### config.mk
export PLATFORM = sky130hd
export DESIGN_NAME = html_source_minifier_core
export DESIGN_NICKNAME = d
export VERILOG_FILES = /design/src/rtl/hsm_pkg.sv /design/src/rtl/html_source_minifier_core.sv
export SDC_FILE = /design/constraint.sdc
export NUM_CORES = 1
export LEC_CHECK = 0
export ABC_AREA = 1
export ABC_CLOCK_PERIOD_IN_PS = 6200
export BUFFER_PORTS_ARGS = -buffer_cell sky130_fd_sc_hd__buf_2
export CAP_MARGIN = 40
export CORE_MARGIN = 4
export CORE_UTILIZATION = 53
export CTS_CLUSTER_SIZE = 16
export DETAILED_ROUTE_END_ITERATION = 8
export PLACE_DENSITY = 0.76
export SLEW_MARGIN = 0
export SYNTH_ARGS = -nofsm -noshare
export SYNTH_HDL_FRONTEND = slang
export SYNTH_SLANG_ARGS = --single-unit
### constraint.sdc
create_clock -name clk -period 6.2 [get_ports clk]
set_input_delay 1.24 -clock clk [delete_from_list [all_inputs] [get_ports clk]]
set_output_delay 1.24 -clock clk [all_outputs]
set_load 0.005 [all_outputs]
### src/rtl/hsm_pkg.sv
// Types, constants and character helpers for the HTML source minifier.
// No dependencies.
`timescale 1ns / 1ps
package hsm_pkg;

    typedef enum logic [5:0] {
        MODE_TEXT    = 6'b000001,
        MODE_HELD    = 6'b000010,
        MODE_NAME    = 6'b000100,
        MODE_BODY    = 6'b001000,
        MODE_COMMENT = 6'b010000,
        MODE_DOCTYPE = 6'b100000
    } mode_t;

    typedef enum logic [1:0] {
        QUOTE_NONE   = 2'd0,
        QUOTE_SINGLE = 2'd1,
        QUOTE_DOUBLE = 2'd2
    } quote_t;

    typedef enum logic [2:0] {
        RAW_NONE     = 3'd0,
        RAW_PRE      = 3'd1,
        RAW_TEXTAREA = 3'd2,
        RAW_SCRIPT   = 3'd3,
        RAW_STYLE    = 3'd4
    } raw_t;

    typedef enum logic [1:0] {
        REG_OMIT_DOCTYPE = 2'd0,
        REG_COLLAPSE_WS  = 2'd1,
        REG_PRESERVE_CMT = 2'd2
    } reg_idx_t;

    localparam int HELD_DEPTH = 8;
    localparam logic [3:0] COMMENT_LEN = 4'd4;
    localparam logic [3:0] DOCTYPE_LEN = 4'd9;
    localparam logic [3:0] NAME_MAX    = 4'd15;

    function automatic logic [7:0] to_lower(input logic [7:0] c);
        to_lower = (c >= 8'h41 && c <= 8'h5A) ? c + 8'd32 : c;
    endfunction

    function automatic logic is_space(input logic [7:0] c);
        is_space = (c == 8'h20) || (c == 8'h09) || (c == 8'h0A) || (c == 8'h0D)
            || (c == 8'h0C);
    endfunction

    function automatic logic is_letter(input logic [7:0] c);
        is_letter = (c >= 8'h41 && c <= 8'h5A) || (c >= 8'h61 && c <= 8'h7A);
    endfunction

    function automatic logic [7:0] comment_char(input logic [3:0] p);
        case (p)
            4'd0:    comment_char = "<";
            4'd1:    comment_char = "!";
            4'd2:    comment_char = "-";
            4'd3:    comment_char = "-";
            default: comment_char = 8'h00;
        endcase
    endfunction

    function automatic logic [7:0] doctype_char(input logic [3:0] p);
        case (p)
            4'd0:    doctype_char = "<";
            4'd1:    doctype_char = "!";
            4'd2:    doctype_char = "d";
            4'd3:    doctype_char = "o";
            4'd4:    doctype_char = "c";
            4'd5:    doctype_char = "t";
            4'd6:    doctype_char = "y";
            4'd7:    doctype_char = "p";
            4'd8:    doctype_char = "e";
            default: doctype_char = 8'h00;
        endcase
    endfunction

    function automatic logic [3:0] raw_len(input logic [1:0] k);
        case (k)
            2'd0:    raw_len = 4'd3;
            2'd1:    raw_len = 4'd8;
            2'd2:    raw_len = 4'd6;
            default: raw_len = 4'd5;
        endcase
    endfunction

    // Character p of raw element name k; zero past the end of the name.
    function automatic logic [7:0] raw_char(input logic [1:0] k, input logic [3:0] p);
        logic [63:0] s;
        case (k)
            2'd0:    s = {"pre", 40'd0};
            2'd1:    s = "textarea";
            2'd2:    s = {"script", 16'd0};
            default: s = {"style", 24'd0};
        endcase
        if (p >= raw_len(k))
            raw_char = 8'h00;
        else
            raw_char = s[63 - 8 * p[2:0] -: 8];
    endfunction

endpackage

### src/rtl/html_source_minifier_core.sv
// Top level of the HTML source minifier: parser state, held prefix and result sequencer.
// Depends on hsm_pkg.
`timescale 1ns / 1ps

// Streaming HTML minifier. Each accepted byte is parsed in the cycle it is
// taken and its results (up to nine bytes, or one marker at a source end)
// are placed in a result register that presents one result per cycle while
// out_stall is low. A byte that causes at most one result is taken every
// cycle while out_stall is low; a byte that replays a held prefix holds the
// result register until its last result is taken, and in_stall stays high
// until then. The replay length is set by the eight-entry held-prefix store.
module html_source_minifier_core
    import hsm_pkg::*;
(
    input  logic       clk,
    input  logic       rst_n,
    input  logic       cfg_write,
    input  logic [1:0] cfg_index,
    input  logic       cfg_data,
    input  logic       in_valid,
    output logic       in_stall,
    input  logic [7:0] in_byte,
    input  logic       source_last,
    output logic       out_valid,
    input  logic       out_stall,
    output logic [7:0] out_byte,
    output logic       byte_valid,
    output logic       run_last,
    output logic       source_end
);

    logic omit_doctype_reg, collapse_ws_reg, preserve_cmt_reg;

    mode_t      mode_reg, mode_next;
    logic [7:0] held_reg [HELD_DEPTH];
    logic [7:0] held_next [HELD_DEPTH];
    logic [3:0] held_cnt_reg, held_cnt_next;
    logic [1:0] dash_reg, dash_next;
    quote_t     quote_reg, quote_next;
    logic [3:0] name_len_reg, name_len_next;
    logic [3:0] cand_reg, cand_next;
    logic       closing_reg, closing_next;
    raw_t       raw_reg, raw_next;
    logic       prior_reg, prior_next;

    logic [3:0] rep_cnt;
    logic       emit_en;
    logic [7:0] emit_val;

    logic       job_valid_reg;
    logic [3:0] job_rep_reg;
    logic [7:0] job_held_reg [HELD_DEPTH];
    logic       job_has_reg;
    logic [7:0] job_byte_reg;
    logic       job_last_reg;
    logic [3:0] idx_reg;
    logic [3:0] job_total;
    logic [3:0] last_idx;
    logic       cur_last;
    logic       in_acc;
    logic       out_acc;

    always_ff @(posedge clk or negedge rst_n) begin
        if (!rst_n) begin
            omit_doctype_reg <= 1'b0;
            collapse_ws_reg  <= 1'b1;
            preserve_cmt_reg <= 1'b0;
        end else if (cfg_write) begin
            case (cfg_index)
                REG_OMIT_DOCTYPE: omit_doctype_reg <= cfg_data;
                REG_COLLAPSE_WS:  collapse_ws_reg  <= cfg_data;
                REG_PRESERVE_CMT: preserve_cmt_reg <= cfg_data;
                default: ;
            endcase
        end
    end

    // Parse step for one byte.
    always_comb begin
        logic [7:0] c;
        logic [7:0] lc;
        logic       cm_ok, dt_ok;
        logic       done;
        logic [1:0] match;
        mode_t      m;

        c  = in_byte;
        lc = to_lower(in_byte);
        for (int i = 0; i < HELD_DEPTH; i++) held_next[i] = held_reg[i];
        held_cnt_next = held_cnt_reg;
        dash_next     = dash_reg;
        quote_next    = quote_reg;
        name_len_next = name_len_reg;
        cand_next     = cand_reg;
        closing_next  = closing_reg;
        raw_next      = raw_reg;
        prior_next    = prior_reg;
        mode_next     = mode_reg;
        rep_cnt       = 4'd0;
        emit_en       = 1'b0;
        emit_val      = c;
        done          = 1'b0;
        match         = 2'd0;
        m             = mode_reg;

        // Prefix compare of the held bytes and this byte against both openers.
        cm_ok = (held_cnt_reg < COMMENT_LEN) && (lc == comment_char(held_cnt_reg));
        dt_ok = (held_cnt_reg < DOCTYPE_LEN) && (lc == doctype_char(held_cnt_reg));
        for (int i = 0; i < HELD_DEPTH; i++) begin
            if (4'(i) < held_cnt_reg) begin
                if (to_lower(held_reg[i]) != comment_char(4'(i))) cm_ok = 1'b0;
                if (to_lower(held_reg[i]) != doctype_char(4'(i))) dt_ok = 1'b0;
            end
        end

        if (m == MODE_HELD) begin
            if (cm_ok) begin
                done = 1'b1;
                if (held_cnt_reg == COMMENT_LEN - 4'd1) begin
                    if (preserve_cmt_reg) begin
                        rep_cnt    = held_cnt_reg;
                        emit_en    = 1'b1;
                        prior_next = 1'b0;
                    end
                    held_cnt_next = 4'd0;
                    dash_next     = 2'd0;
                    mode_next     = MODE_COMMENT;
                end else begin
                    held_next[held_cnt_reg[2:0]] = c;
                    held_cnt_next = held_cnt_reg + 4'd1;
                end
            end else if (omit_doctype_reg && dt_ok) begin
                done = 1'b1;
                if (held_cnt_reg == DOCTYPE_LEN - 4'd1) begin
                    held_cnt_next = 4'd0;
                    mode_next     = MODE_DOCTYPE;
                end else begin
                    held_next[held_cnt_reg[2:0]] = c;
                    held_cnt_next = held_cnt_reg + 4'd1;
                end
            end else begin
                // Prefix failed: replay it as tag bytes and treat c as part of the tag.
                rep_cnt       = held_cnt_reg;
                quote_next    = QUOTE_NONE;
                name_len_next = 4'd0;
                cand_next     = 4'hF;
                closing_next  = 1'b0;
                m             = (held_cnt_reg >= 4'd2) ? MODE_BODY : MODE_NAME;
                held_cnt_next = 4'd0;
            end
        end

        if (!done && (m == MODE_NAME || m == MODE_BODY)) begin
            prior_next = 1'b0;
            emit_en    = 1'b1;
            mode_next  = m;
            if (m == MODE_NAME) begin
                if (c == "/" && name_len_next == 4'd0 && !closing_next) begin
                    closing_next = 1'b1;
                    done = 1'b1;
                end else if (is_letter(c)) begin
                    for (int k = 0; k < 4; k++) begin
                        if (name_len_next >= raw_len(2'(k))
                                || lc != raw_char(2'(k), name_len_next))
                            cand_next[k] = 1'b0;
                    end
                    if (name_len_next < NAME_MAX) name_len_next = name_len_next + 4'd1;
                    done = 1'b1;
                end else begin
                    for (int k = 0; k < 4; k++) begin
                        if (cand_next[k] && name_len_next == raw_len(2'(k)))
                            match = 2'(k);
                    end
                    if (cand_next != 4'd0 && (|(cand_next & {
                            name_len_next == raw_len(2'd3), name_len_next == raw_len(2'd2),
                            name_len_next == raw_len(2'd1), name_len_next == raw_len(2'd0)})))
                    begin
                        if (!closing_next)
                            raw_next = raw_t'({1'b0, match} + 3'd1);
                        else if (raw_next == raw_t'({1'b0, match} + 3'd1))
                            raw_next = RAW_NONE;
                    end
                    mode_next = MODE_BODY;
                end
            end
            if (!done) begin
                if (quote_next != QUOTE_NONE) begin
                    if ((quote_next == QUOTE_SINGLE && c == "'")
                            || (quote_next == QUOTE_DOUBLE && c == "\""))
                        quote_next = QUOTE_NONE;
                end else if (c == "'") begin
                    quote_next = QUOTE_SINGLE;
                end else if (c == "\"") begin
                    quote_next = QUOTE_DOUBLE;
                end else if (c == ">") begin
                    mode_next = MODE_TEXT;
                end
            end
        end else if (!done && m == MODE_COMMENT) begin
            if (preserve_cmt_reg) begin
                emit_en    = 1'b1;
                prior_next = 1'b0;
            end
            if (c == ">" && dash_reg == 2'd2)
                mode_next = MODE_TEXT;
            else if (c == "-")
                dash_next = (dash_reg == 2'd2) ? 2'd2 : dash_reg + 2'd1;
            else
                dash_next = 2'd0;
        end else if (!done && m == MODE_DOCTYPE) begin
            if (c == ">") mode_next = MODE_TEXT;
        end else if (!done && m == MODE_TEXT) begin
            if (c == "<") begin
                held_next[0]  = c;
                held_cnt_next = 4'd1;
                mode_next     = MODE_HELD;
            end else if (collapse_ws_reg && raw_reg == RAW_NONE && is_space(c)) begin
                emit_en    = !prior_reg;
                emit_val   = " ";
                prior_next = 1'b1;
            end else begin
                emit_en    = 1'b1;
                prior_next = 1'b0;
            end
        end

        // A source end flushes any held prefix and resets everything but prior_next.
        if (source_last) begin
            if (mode_next == MODE_HELD) begin
                rep_cnt    = held_cnt_next;
                prior_next = 1'b0;
            end
            mode_next     = MODE_TEXT;
            held_cnt_next = 4'd0;
            dash_next     = 2'd0;
            quote_next    = QUOTE_NONE;
            name_len_next = 4'd0;
            cand_next     = 4'hF;
            closing_next  = 1'b0;
            raw_next      = RAW_NONE;
        end
    end

    assign job_total = job_rep_reg + {3'd0, job_has_reg};
    assign last_idx  = (job_total == 4'd0) ? 4'd0 : job_total - 4'd1;
    assign cur_last  = (idx_reg == last_idx);
    assign out_acc   = job_valid_reg && !out_stall;
    assign in_stall  = job_valid_reg && !(!out_stall && cur_last);
    assign in_acc    = in_valid && !in_stall;

    always_ff @(posedge clk or negedge rst_n) begin
        if (!rst_n) begin
            mode_reg      <= MODE_TEXT;
            held_cnt_reg  <= 4'd0;
            dash_reg      <= 2'd0;
            quote_reg     <= QUOTE_NONE;
            name_len_reg  <= 4'd0;
            cand_reg      <= 4'hF;
            closing_reg   <= 1'b0;
            raw_reg       <= RAW_NONE;
            prior_reg     <= 1'b0;
            job_valid_reg <= 1'b0;
            idx_reg       <= 4'd0;
        end else begin
            if (in_acc) begin
                mode_reg     <= mode_next;
                held_cnt_reg <= held_cnt_next;
                dash_reg     <= dash_next;
                quote_reg    <= quote_next;
                name_len_reg <= name_len_next;
                cand_reg     <= cand_next;
                closing_reg  <= closing_next;
                raw_reg      <= raw_next;
                prior_reg    <= prior_next;
            end
            if (in_acc && (rep_cnt != 4'd0 || emit_en || source_last)) begin
                job_valid_reg <= 1'b1;
                idx_reg       <= 4'd0;
            end else if (out_acc && cur_last) begin
                job_valid_reg <= 1'b0;
            end else if (out_acc) begin
                idx_reg <= idx_reg + 4'd1;
            end
        end
    end

    always_ff @(posedge clk) begin
        if (in_acc) begin
            for (int i = 0; i < HELD_DEPTH; i++) begin
                held_reg[i]     <= held_next[i];
                job_held_reg[i] <= held_next[i];
            end
            job_rep_reg  <= rep_cnt;
            job_has_reg  <= emit_en;
            job_byte_reg <= emit_val;
            job_last_reg <= source_last;
        end
    end

    always_comb begin
        out_valid  = job_valid_reg;
        run_last   = cur_last;
        source_end = cur_last && job_last_reg;
        if (idx_reg < job_rep_reg) begin
            out_byte   = job_held_reg[idx_reg[2:0]];
            byte_valid = 1'b1;
        end else if (job_has_reg) begin
            out_byte   = job_byte_reg;
            byte_valid = 1'b1;
        end else begin
            out_byte   = 8'h00;
            byte_valid = 1'b0;
        end
    end

endmodule

* Word level (Yosys, flattened, before mapping)
Memory sizes are Yosys's and may differ from the RTL's.
Index checks and enable logic that the tools add are counted.
** Cells by class
- Reduce and logical (&&, ||, !) cells :: 75
- Bitwise logic cells :: 2
- Shift-type cells :: 4
- Equality and inequality tests :: 60
- $add $sub $neg :: 17
- $lt $le $gt $ge :: 39
- Muxes and demuxes :: 287
** Operators with widths (number)
- $mux W64 :: 21
- $mux W8 :: 57
- $shiftx A71 B33 Y8 :: 4
- $mux W4 :: 68
- $mux W6 :: 24
- $ne A8 B8 Y1 :: 18
- $mux W1 :: 81
- $ge A8 B7 Y1 const B :: 10
- $le A8 B7 Y1 const B :: 10
- $add A8 B6 Y8 const B :: 9
- $bwmux W64 :: 1
- $eq A8 B6 Y1 const B :: 7
- $mux W2 :: 25
- $logic_and A1 B1 Y1 :: 36
- $eq A8 B4 Y1 const B :: 4
- $demux W8 S3 :: 1
- $mux W3 :: 8
- $pmux W6 S3 :: 1
- $eq A4 B4 Y1 :: 4
- $eq A8 B8 Y1 :: 2
- $ge A4 B4 Y1 :: 4
- $lt A3 B4 Y1 const A :: 4
- $logic_or A1 B1 Y1 :: 13
- $add A4 B1 Y4 const B :: 3
- 40 further kinds :: 69
** Storage, ports and cells
- Memory bits (writable) :: 128
- Flip-flop bits (word level) :: 49
- Bits of input ports :: 17
- ROM bits :: 112
- Word-level logic and storage cells :: 505
- Output and inout port bits :: 13
- Memories :: 3
** Memories
- (name not given) :: words 16, width 7, read ports 1, clocked after memory_dff 0, write ports 0, RTL line hsm_pkg.sv:64 : case (p)
- held_reg :: words 8, width 8, read ports 8, clocked after memory_dff 0, write ports 8, RTL line html_source_minifier_core.sv:35 : logic [7:0] held_reg [HELD_DEPTH];
- job_held_reg :: words 8, width 8, read ports 1, clocked after memory_dff 0, write ports 8, RTL line html_source_minifier_core.sv:52 : logic [7:0] job_held_reg [HELD_DEPTH];

* Longest topological paths before layout
Gate-level depths: netlist of the first run.
- Word-level depth :: 50
- Depth in mapped cells :: 33
- Depth with buffers taken out :: 30

* Worst setup path before layout of the first run
No wires, ideal clock.
- Kind :: input to register
- Start point :: in in_byte[1]
- End point :: mem held_reg[1][7], in the netlist held_reg[0][15], enable pin
- Stages :: 18
- Buffers on the path :: 2
- Setup time :: 0.440 ns
- Slack :: 0.782 ns
- Required time :: 5.760 ns
- Arrival :: 4.978 ns
- Cells stage by stage :: buf_2 inv_4 nand2_1 nor2_2 a21oi_2 nand2_2 nand2_2 nand2_1 nand2_1 nand3_1 nor2_2 nand3_4 nor2_2 o21ai_1 nor2_1 inv_2 clkbuf_1 nor2_1
** RTL lines
- start: declaration :: RTL line html_source_minifier_core.sv:22 : input logic [7:0] in_byte,
- end: declaration :: RTL line html_source_minifier_core.sv:35

* Worst setup path after layout of the first run
- Start point :: in in_byte[3]
- End point :: reg cand_reg[3]
** Between the ends
- Word-level cells in the longest chain between the ends :: 40
- Elaborated cells between the ends (all ways) :: 87
- Those cells by class :: 2 x add/sub; 5 x order compare; 6 x eq/ne; 1 x shift; 59 x mux; 14 x reduce/logical
** RTL lines
- $ge A8 B7 Y1 / $le A8 B7 Y1 (equally long branches) :: RTL line hsm_pkg.sv:41, hsm_pkg.sv:50
- $logic_and A1 B1 Y1 :: RTL line hsm_pkg.sv:41, hsm_pkg.sv:50
- $mux W8 :: RTL line hsm_pkg.sv:41 : to_lower = (c >= 8'h41 && c <= 8'h5A) ? c + 8'd32 : c;
- $eq A8 B8 Y1 :: RTL line html_source_minifier_core.sv:108 : dt_ok = (held_cnt_reg < DOCTYPE_LEN) && (lc == doctype_char(held_cnt_reg));
- $logic_and A1 B1 Y1 :: RTL line html_source_minifier_core.sv:108
- $mux W1 :: RTL line html_source_minifier_core.sv:112 : if (to_lower(held_reg[i]) != doctype_char(4'(i))) dt_ok = 1'b0;
- $mux W1 :: RTL line html_source_minifier_core.sv:110 : if (4'(i) < held_cnt_reg) begin
- $mux W1 :: RTL line html_source_minifier_core.sv:112
- [24 not listed]
- $ne A8 B8 Y1 :: RTL line html_source_minifier_core.sv:164 : || lc != raw_char(2'(k), name_len_next))
- $logic_or A1 B1 Y1 :: RTL line html_source_minifier_core.sv:164
- $mux W1 :: RTL line html_source_minifier_core.sv:163 : if (name_len_next >= raw_len(2'(k))
- $mux W4 :: RTL line html_source_minifier_core.sv:161 : end else if (is_letter(c)) begin
- $mux W4 :: RTL line html_source_minifier_core.sv:158 : if (c == "/" && name_len_next == 4'd0 && !closing_next) begin
- $mux W4 :: RTL line html_source_minifier_core.sv:157 : if (m == MODE_NAME) begin
- $mux W4 * :: RTL line html_source_minifier_core.sv:153 : if (!done && (m == MODE_NAME || m == MODE_BODY)) begin
- $mux W4 * :: RTL line html_source_minifier_core.sv:228 : if (source_last) begin
- end signal: assignment :: RTL line html_source_minifier_core.sv:271 : cand_reg <= cand_next;
- end: declaration :: RTL line html_source_minifier_core.sv:41 : logic [3:0] cand_reg, cand_next;
Every way passes the cells marked *; elsewhere a longest branch is shown, timed or not. The select of a mux whose other input is x is not followed.
A chain may end at the register's enable or synchronous reset.

==> flow_metrics.env, run 1 <==
export IMPL_status="finished clean"
export IMPL_grt_antenna_before_repair=0
export IMPL_fmaxAchievable_mhz=208
export IMPL_multi_input_area_sq_um=5090
export IMPL_yosys_warnings=0
export IMPL_clockRootBuffer="clkbuf_16"
export IMPL_num_antenna_cells=0
export IMPL_ys_top_cells_by_area="edfxtp_1 25%, nand2_1 12%, dfrtp_1 7.8%"
export IMPL_initial_core_util=0.540
export IMPL_synth_nets=1380
export IMPL_grt_max_degree=43
export IMPL_fillers=1574
export IMPL_area_delta_synth_final_pct=9.12
export IMPL_ant_nets=0
export IMPL_ios=30
export IMPL_drtPass1Iterations=7
export IMPL_grt_overflow_total=0
export IMPL_synthArstFlopShare=0.310
export IMPL_hpwlAfterDp_mm=19.2
export IMPL_min_period_ns=4.82
export IMPL_irDropWorstVdd_v=0.000247
export IMPL_yosys_area_top_type="edfxtp_1"
export IMPL_synth_edf_count=78
export IMPL_synth_adder_area_share=0.0417
export IMPL_cts_setup_buffers=0
export IMPL_crit_chain="buf_2, clkinv_4, nor2_1, nand2_1, nand2_2, nand2_4, a31oi_2, nand2_1, nor2_1, nand2_1, nand3_2, nand2_2, inv_1, ha_1, inv_1, ha_1, xor2_1, nor3_1, nand4_1, nor2_1, nand3_1, nand2_1, nand2_1, a21oi_1"
export IMPL_reg2reg_depth=23
export IMPL_die_height_um=140
export IMPL_hp_class="flop to flop"
export IMPL_cts_sinks=113
export IMPL_required_ns=6.55
export IMPL_row_count=48
export IMPL_synthMuxAreaShare=0
export IMPL_largest_register_ffs=42
export IMPL_synth_most_common_cell="nand2_1"
export IMPL_die_area_sq_um=19700
export IMPL_netlist_instances=1332
export IMPL_gp_congestion=0.978
export IMPL_cts_resized=0
export IMPL_fin_setup_tns_ns=0
export IMPL_min_path_cells=2
export IMPL_via_per_inst=5.84
export IMPL_maxSlewViolCount=0
export IMPL_finalSetupViolations=0
export IMPL_vias=9172
export IMPL_ys_flop_type="edfxtp_1"
export IMPL_grt_pass1_vias=8331
export IMPL_port_buffers=29
export IMPL_grt_total_usage=0.271
export IMPL_synth_top_area_share=0.252
export IMPL_clk_pin_slew_ns=0.05
export IMPL_cts_hold_fix_buffers=0
export IMPL_synthSimpleGateAreaFrac=0.309
export IMPL_ys_seq_area_frac=0.347
export IMPL_synth_area_sq_um=9300
export IMPL_rsz0062_at_grt="no"
export IMPL_critPathArrivalTime_ns=5.16
export IMPL_cts_max_path_buffers=2
export IMPL_wirelength_mm=26.8
export IMPL_cts_buffers=17
export IMPL_core_area_sq_um=17200
export IMPL_die_w_um=140
export IMPL_fin_ws_ns=1.38
export IMPL_synth_top_cells_by_count="306 x nand2_1, 162 x inv_1, 155 x nor2_1"
export IMPL_cp_end_kind="flop"
export IMPL_fin_hold_ws_ns=0.484
export IMPL_dp_slack_ns=1.03
export IMPL_worst_slew_pin_slew_ns=0.834
export IMPL_crit_path_top_delay_cell="buf_2"
export IMPL_layout_drive_gt1_share=0.105
export IMPL_leakagePower_nw=4.51
export IMPL_cts_tree="built"
export IMPL_finalHoldViolCount=0
export IMPL_drt_iter0_drc=1013
export IMPL_max_cap_violations=0
export IMPL_register_area_sq_um=3230
export IMPL_remaining_drc_errors=0
export IMPL_synth_top_family_by_area="simple AND/OR/NAND/NOR gates"
export IMPL_layout_nets=1381
export IMPL_cp_common_cell="nand2_1"
export IMPL_wl_per_cell_um=17.0
export IMPL_ys_ff_latch=113
export IMPL_period_share=0.777
export IMPL_slowest_delay_ns=0.40
export IMPL_worstPathMaxFanout=17
export IMPL_slew_headroom=0.444
export IMPL_grt_pass1_wl_mm=43.1
export IMPL_powerDensity_nw_per_um2=384
export IMPL_synth_xor_area_share=0.0132
export IMPL_netlist_cell_type_count=58
export IMPL_crit_type="input pin to flop"
export IMPL_syn_avg_cell_area_sq_um=6.98
export IMPL_finClkSkew_ns=0.00842
export IMPL_cts_htree_levels=4
export IMPL_clock_latency_ns=0.42
export IMPL_synth_compound_area_frac=0.182
export IMPL_start_kind="input pin"
==> cells in the final DEF (no fill, tap or decap), types with 9 or more instances in the layout <==
cell / netlist / layout
nand2_1: 306 / 306
nor2_1: 155 / 154
clkbuf_16: 0 / 17
o211ai_1: 18 / 18
a21oi_1: 70 / 70
a211oi_1: 52 / 52
buf_4: 5 / 9
inv_2: 15 / 15
edfxtp_1: 78 / 78
dfrtp_1: 29 / 29
nor3_1: 28 / 28
xor2_1: 13 / 13
a31oi_1: 15 / 15
nand2_2: 13 / 13
nand4_1: 23 / 23
buf_2: 6 / 29
inv_1: 162 / 162
o22ai_1: 11 / 11
o21ai_0: 84 / 84
ha_1: 31 / 31
nand3_1: 92 / 92
==> routing by layer <==
| metal | track usage | up-vias | part of all wire | wire, um |
|---|---|---|---|---|
| li1 | - | 4505 | - | - |
| met1 | 0.386 | 4174 | 0.44 | 11700 |
| met2 | 0.408 | 418 | 0.44 | 11800 |
| met3 | 0.0485 | 75 | 0.084 | 2250 |
| met4 | 0.113 | 0 | 0.036 | 977 |
| met5 | 0 | - | 0 | 0 |
==> logic make-up (layout without fill, tap and decap cells) <==
| family | count (synthesis) | count (layout) |
|---|---|---|
| compound gates | 278 | 278 |
| xor+xnor | 14 | 14 |
| fa+ha+maj | 31 | 31 |
| buf+inv | 245 | 259 |
| flops | 113 | 113 |
| simple gates | 651 | 651 |
==> power by group <==
| group | switching, mW | internal [mW] |
|---|---|---|
| clock | 0.351 | 0.626 |
| sequential | 0.177 | 0.924 |
| combinational | 1.23 | 0.584 |
==> worst paths after layout <==
kind                                 start               to  slack, ns
max                             in_byte[3]      cand_reg[3]       1.38
min reg2reg                    closing_reg      closing_reg       0.48
max reg2reg                held_cnt_reg[2]      cand_reg[3]       1.64
min                            closing_reg      closing_reg       0.48
min in group asynchronous            rst_n       idx_reg[2]       0.91
max in group asynchronous            rst_n  held_cnt_reg[2]       4.77
==> through the flow <==
stage	cells	power [mW]	area (sq um)	util
5_1_grt	1571	4.17	10100	0.589
2_1_floorplan	1332	2.38	9300	-
3_3_place_gp	1536	2.85	9520	0.553
4_1_cts	1571	3.85	10100	0.589
3_5_place_dp	1539	2.87	9570	0.555
6_report	1571	3.90	10100	0.589
==> area by class of cell <==
class	count	share of cell area
multi-input combinational	974	0.502
sequential	113	0.318
inverter	187	0.0709
clock buffer	20	0.0430
tap	225	0.0277
timing repair buffer	40	0.0248
clock inverter	12	0.0141
==> worst max-delay path: cells and delay by family <==
family | cells | cell delay [ns]
adder cells (fa/ha/maj) | 2 | 0.46
buffers and inverters | 4 | 0.88
AO/OA/AOI/OAI | 2 | 0.36
XOR/XNOR | 1 | 0.14
AND/OR/NAND/NOR | 15 | 2.03
Power figures use the tool's default switching activity.
==> run 2: changes to the inputs <==
ABC_CLOCK_PERIOD_IN_PS = 4600   (was 6200)
clock period = 4.6 ns   (was 6.2 ns; I/O delays follow)
==> run 2 against run 1 <==
  * Core utilization rose by 0.30 points
  * Critical path type is now flop to flop
  * Critical endpoint is now cand_reg[0]
  * Die area did not move
  * Sequential share of layout area fell by 0.16 points
==> flow_metrics.env, run 2 (synthesis gave the netlist of run 1 again) <==
export IMPL_remaining_drc_errors=0
export IMPL_via_per_inst=5.84
export IMPL_gp_congestion=0.977
export IMPL_crit_chain="inv_2, ha_1, nand2_1, nand2_1, nand2_1, nand2_1, nand2_1, nand2_1, nor3_1, nand3_1, nor2_2, nand3_4, nand3_2, nand2_2, buf_4, ha_1, inv_1, o211ai_1, a2111oi_0, o2111ai_1, o21ai_0, a21oi_1, a21oi_1"
export IMPL_min_path_cells=2
export IMPL_worst_slew_pin_slew_ns=0.834
export IMPL_hpwlAfterDp_mm=20.4
export IMPL_finalHoldViolCount=0
export IMPL_leakagePower_nw=4.55
export IMPL_die_area_sq_um=19700
export IMPL_crit_path_top_delay_cell="dfrtp_1"
export IMPL_ant_nets=0
export IMPL_fin_hold_ws_ns=0.480
export IMPL_cts_buffers=17
export IMPL_grt_total_usage=0.288
export IMPL_grt_overflow_total=0
export IMPL_vias=9261
export IMPL_min_period_ns=4.10
export IMPL_layout_common_cells="306 x nand2_1, 162 x inv_1, 154 x nor2_1"
export IMPL_placed_area_sq_um=9700
export IMPL_crit_type="flop to flop"
export IMPL_cts_sinks=113
export IMPL_critPathArrivalTime_ns=4.44
export IMPL_cts_htree_levels=4
export IMPL_initial_core_util=0.540
export IMPL_ios=30
export IMPL_cp_end_kind="flop"
export IMPL_finalSetupViolations=0
export IMPL_clockRootBuffer="clkbuf_16"
export IMPL_fmaxAchievable_mhz=244
export IMPL_largest_register_ffs=42
export IMPL_clk_pin_slew_ns=0.05
export IMPL_r2r_end="cand_reg[0]"
export IMPL_place_inst=1556
export IMPL_fin_setup_tns_ns=0
export IMPL_cts_resized=0
export IMPL_die_height_um=140
export IMPL_clock_latency_ns=0.42
export IMPL_grt_pass1_wl_mm=46.0
export IMPL_required_ns=4.94
export IMPL_area_delta_synth_final_pct=9.67
export IMPL_cts_max_path_buffers=2
export IMPL_start_kind="flop"
export IMPL_slew_headroom=0.444
export IMPL_reg2reg_from="held_cnt_reg[0]"
export IMPL_drtPass1Iterations=5
export IMPL_layout_nets=1398
export IMPL_grt_antenna_before_repair=0
export IMPL_status="finished clean"
export IMPL_cts_hold_fix_buffers=0
export IMPL_finClkSkew_ns=0.00788
export IMPL_grt_pass1_vias=8996
export IMPL_wl_per_cell_um=17.4
export IMPL_core_area_sq_um=17200
export IMPL_die_w_um=140
export IMPL_maxSlewViolCount=0
export IMPL_postLayoutCellArea_sq_um=10200
export IMPL_wirelength_mm=27.5
export IMPL_fin_cells=1587
export IMPL_fillers=1629
export IMPL_rrSetupSlack_ns=0.50
export IMPL_final_common_cell="nand2_1"
export IMPL_port_buffers=29
export IMPL_total_power_mw=5.09
export IMPL_cp_common_cell="nand2_1"
export IMPL_irDropWorstVdd_v=0.000356
export IMPL_dp_slack_ns=0.282
export IMPL_reg2reg_depth=23
export IMPL_rsz0062_at_grt="no"
export IMPL_min_from="quote_reg[0]"
export IMPL_period_share=0.891
export IMPL_slowest_delay_ns=0.58
export IMPL_cts_tree="built"
export IMPL_fin_ws_ns=0.502
export IMPL_row_count=48
export IMPL_max_cap_violations=0
export IMPL_layout_drive_gt1_share=0.115
export IMPL_postLayoutCoreUtil=0.592
export IMPL_drt_iter0_drc=1033
export IMPL_powerDensity_nw_per_um2=499
export IMPL_hp_class="flop to flop"
export IMPL_hold_path_end="quote_reg[0]"
export IMPL_grt_max_degree=43
export IMPL_num_antenna_cells=0
export IMPL_cts_setup_buffers=0
export IMPL_worstPathMaxFanout=10
run 2: cell types whose count changed in the layout (fill, tap and decap cells not counted):
cell	delta
buf_4	+17
clkinv_1	+4
bufinv_16	-3
clkbuf_1	-3
clkinvlp_4	+3
buf_12	+2
buf_16	-1
clkdlybuf4s15_2	-1
clkinv_2	-1
clkinv_4	-1
run 2: final cells by class:
class / instances / area (sq um) / share of cell area
tap: 225 / 282 / 0.0276
timing repair buffer: 57 / 380 / 0.0373
inverter: 187 / 719 / 0.0705
clock buffer: 17 / 425 / 0.0417
sequential: 113 / 3230 / 0.316
clock inverter: 14 / 76.3 / 0.00748
multi-input combinational: 974 / 5090 / 0.499
run 2: power breakdown:
part	internal [mW]	leakage [nW]	switching, mW
clock network	0.667	0.234	0.473
registers	1.25	1.23	0.187
logic	0.804	3.09	1.72
total	2.72	4.55	2.38
run 2: worst max path at each step:
stage | start | end | slack [ns] | cells after the start
3_5_place_dp | in_byte[1] | cand_reg[3] | 0.28 | 26
4_1_cts | held_cnt_reg[0] | cand_reg[0] | 0.56 | 23
3_3_place_gp | in_byte[1] | job_rep_reg[1] | 0.36 | 23
6_report | held_cnt_reg[0] | cand_reg[0] | 0.50 | 23
2_1_floorplan | in_byte[1] | held_reg[0][15] | 0.18 | 18
5_1_grt | held_cnt_reg[0] | cand_reg[0] | 0.009 | 23
run 2: critical path: cells and delay by family, from the launching register on:
kind                     cells  cell delay, ns
AND/OR/NAND/NOR             12            1.30
buffers and inverters        3            0.46
flip-flops                   1            0.58
adder cells (fa/ha/maj)      2            0.59
AO/OA/AOI/OAI                6            1.09
run 2: routing by layer:
metal | global-route usage | up-vias | wire (um)
met5 | 0 | - | 0
met4 | 0.109 | 0 | 840
met3 | 0.0563 | 67 | 2280
met2 | 0.449 | 392 | 12600
met1 | 0.397 | 4275 | 11800
li1 | - | 4527 | -
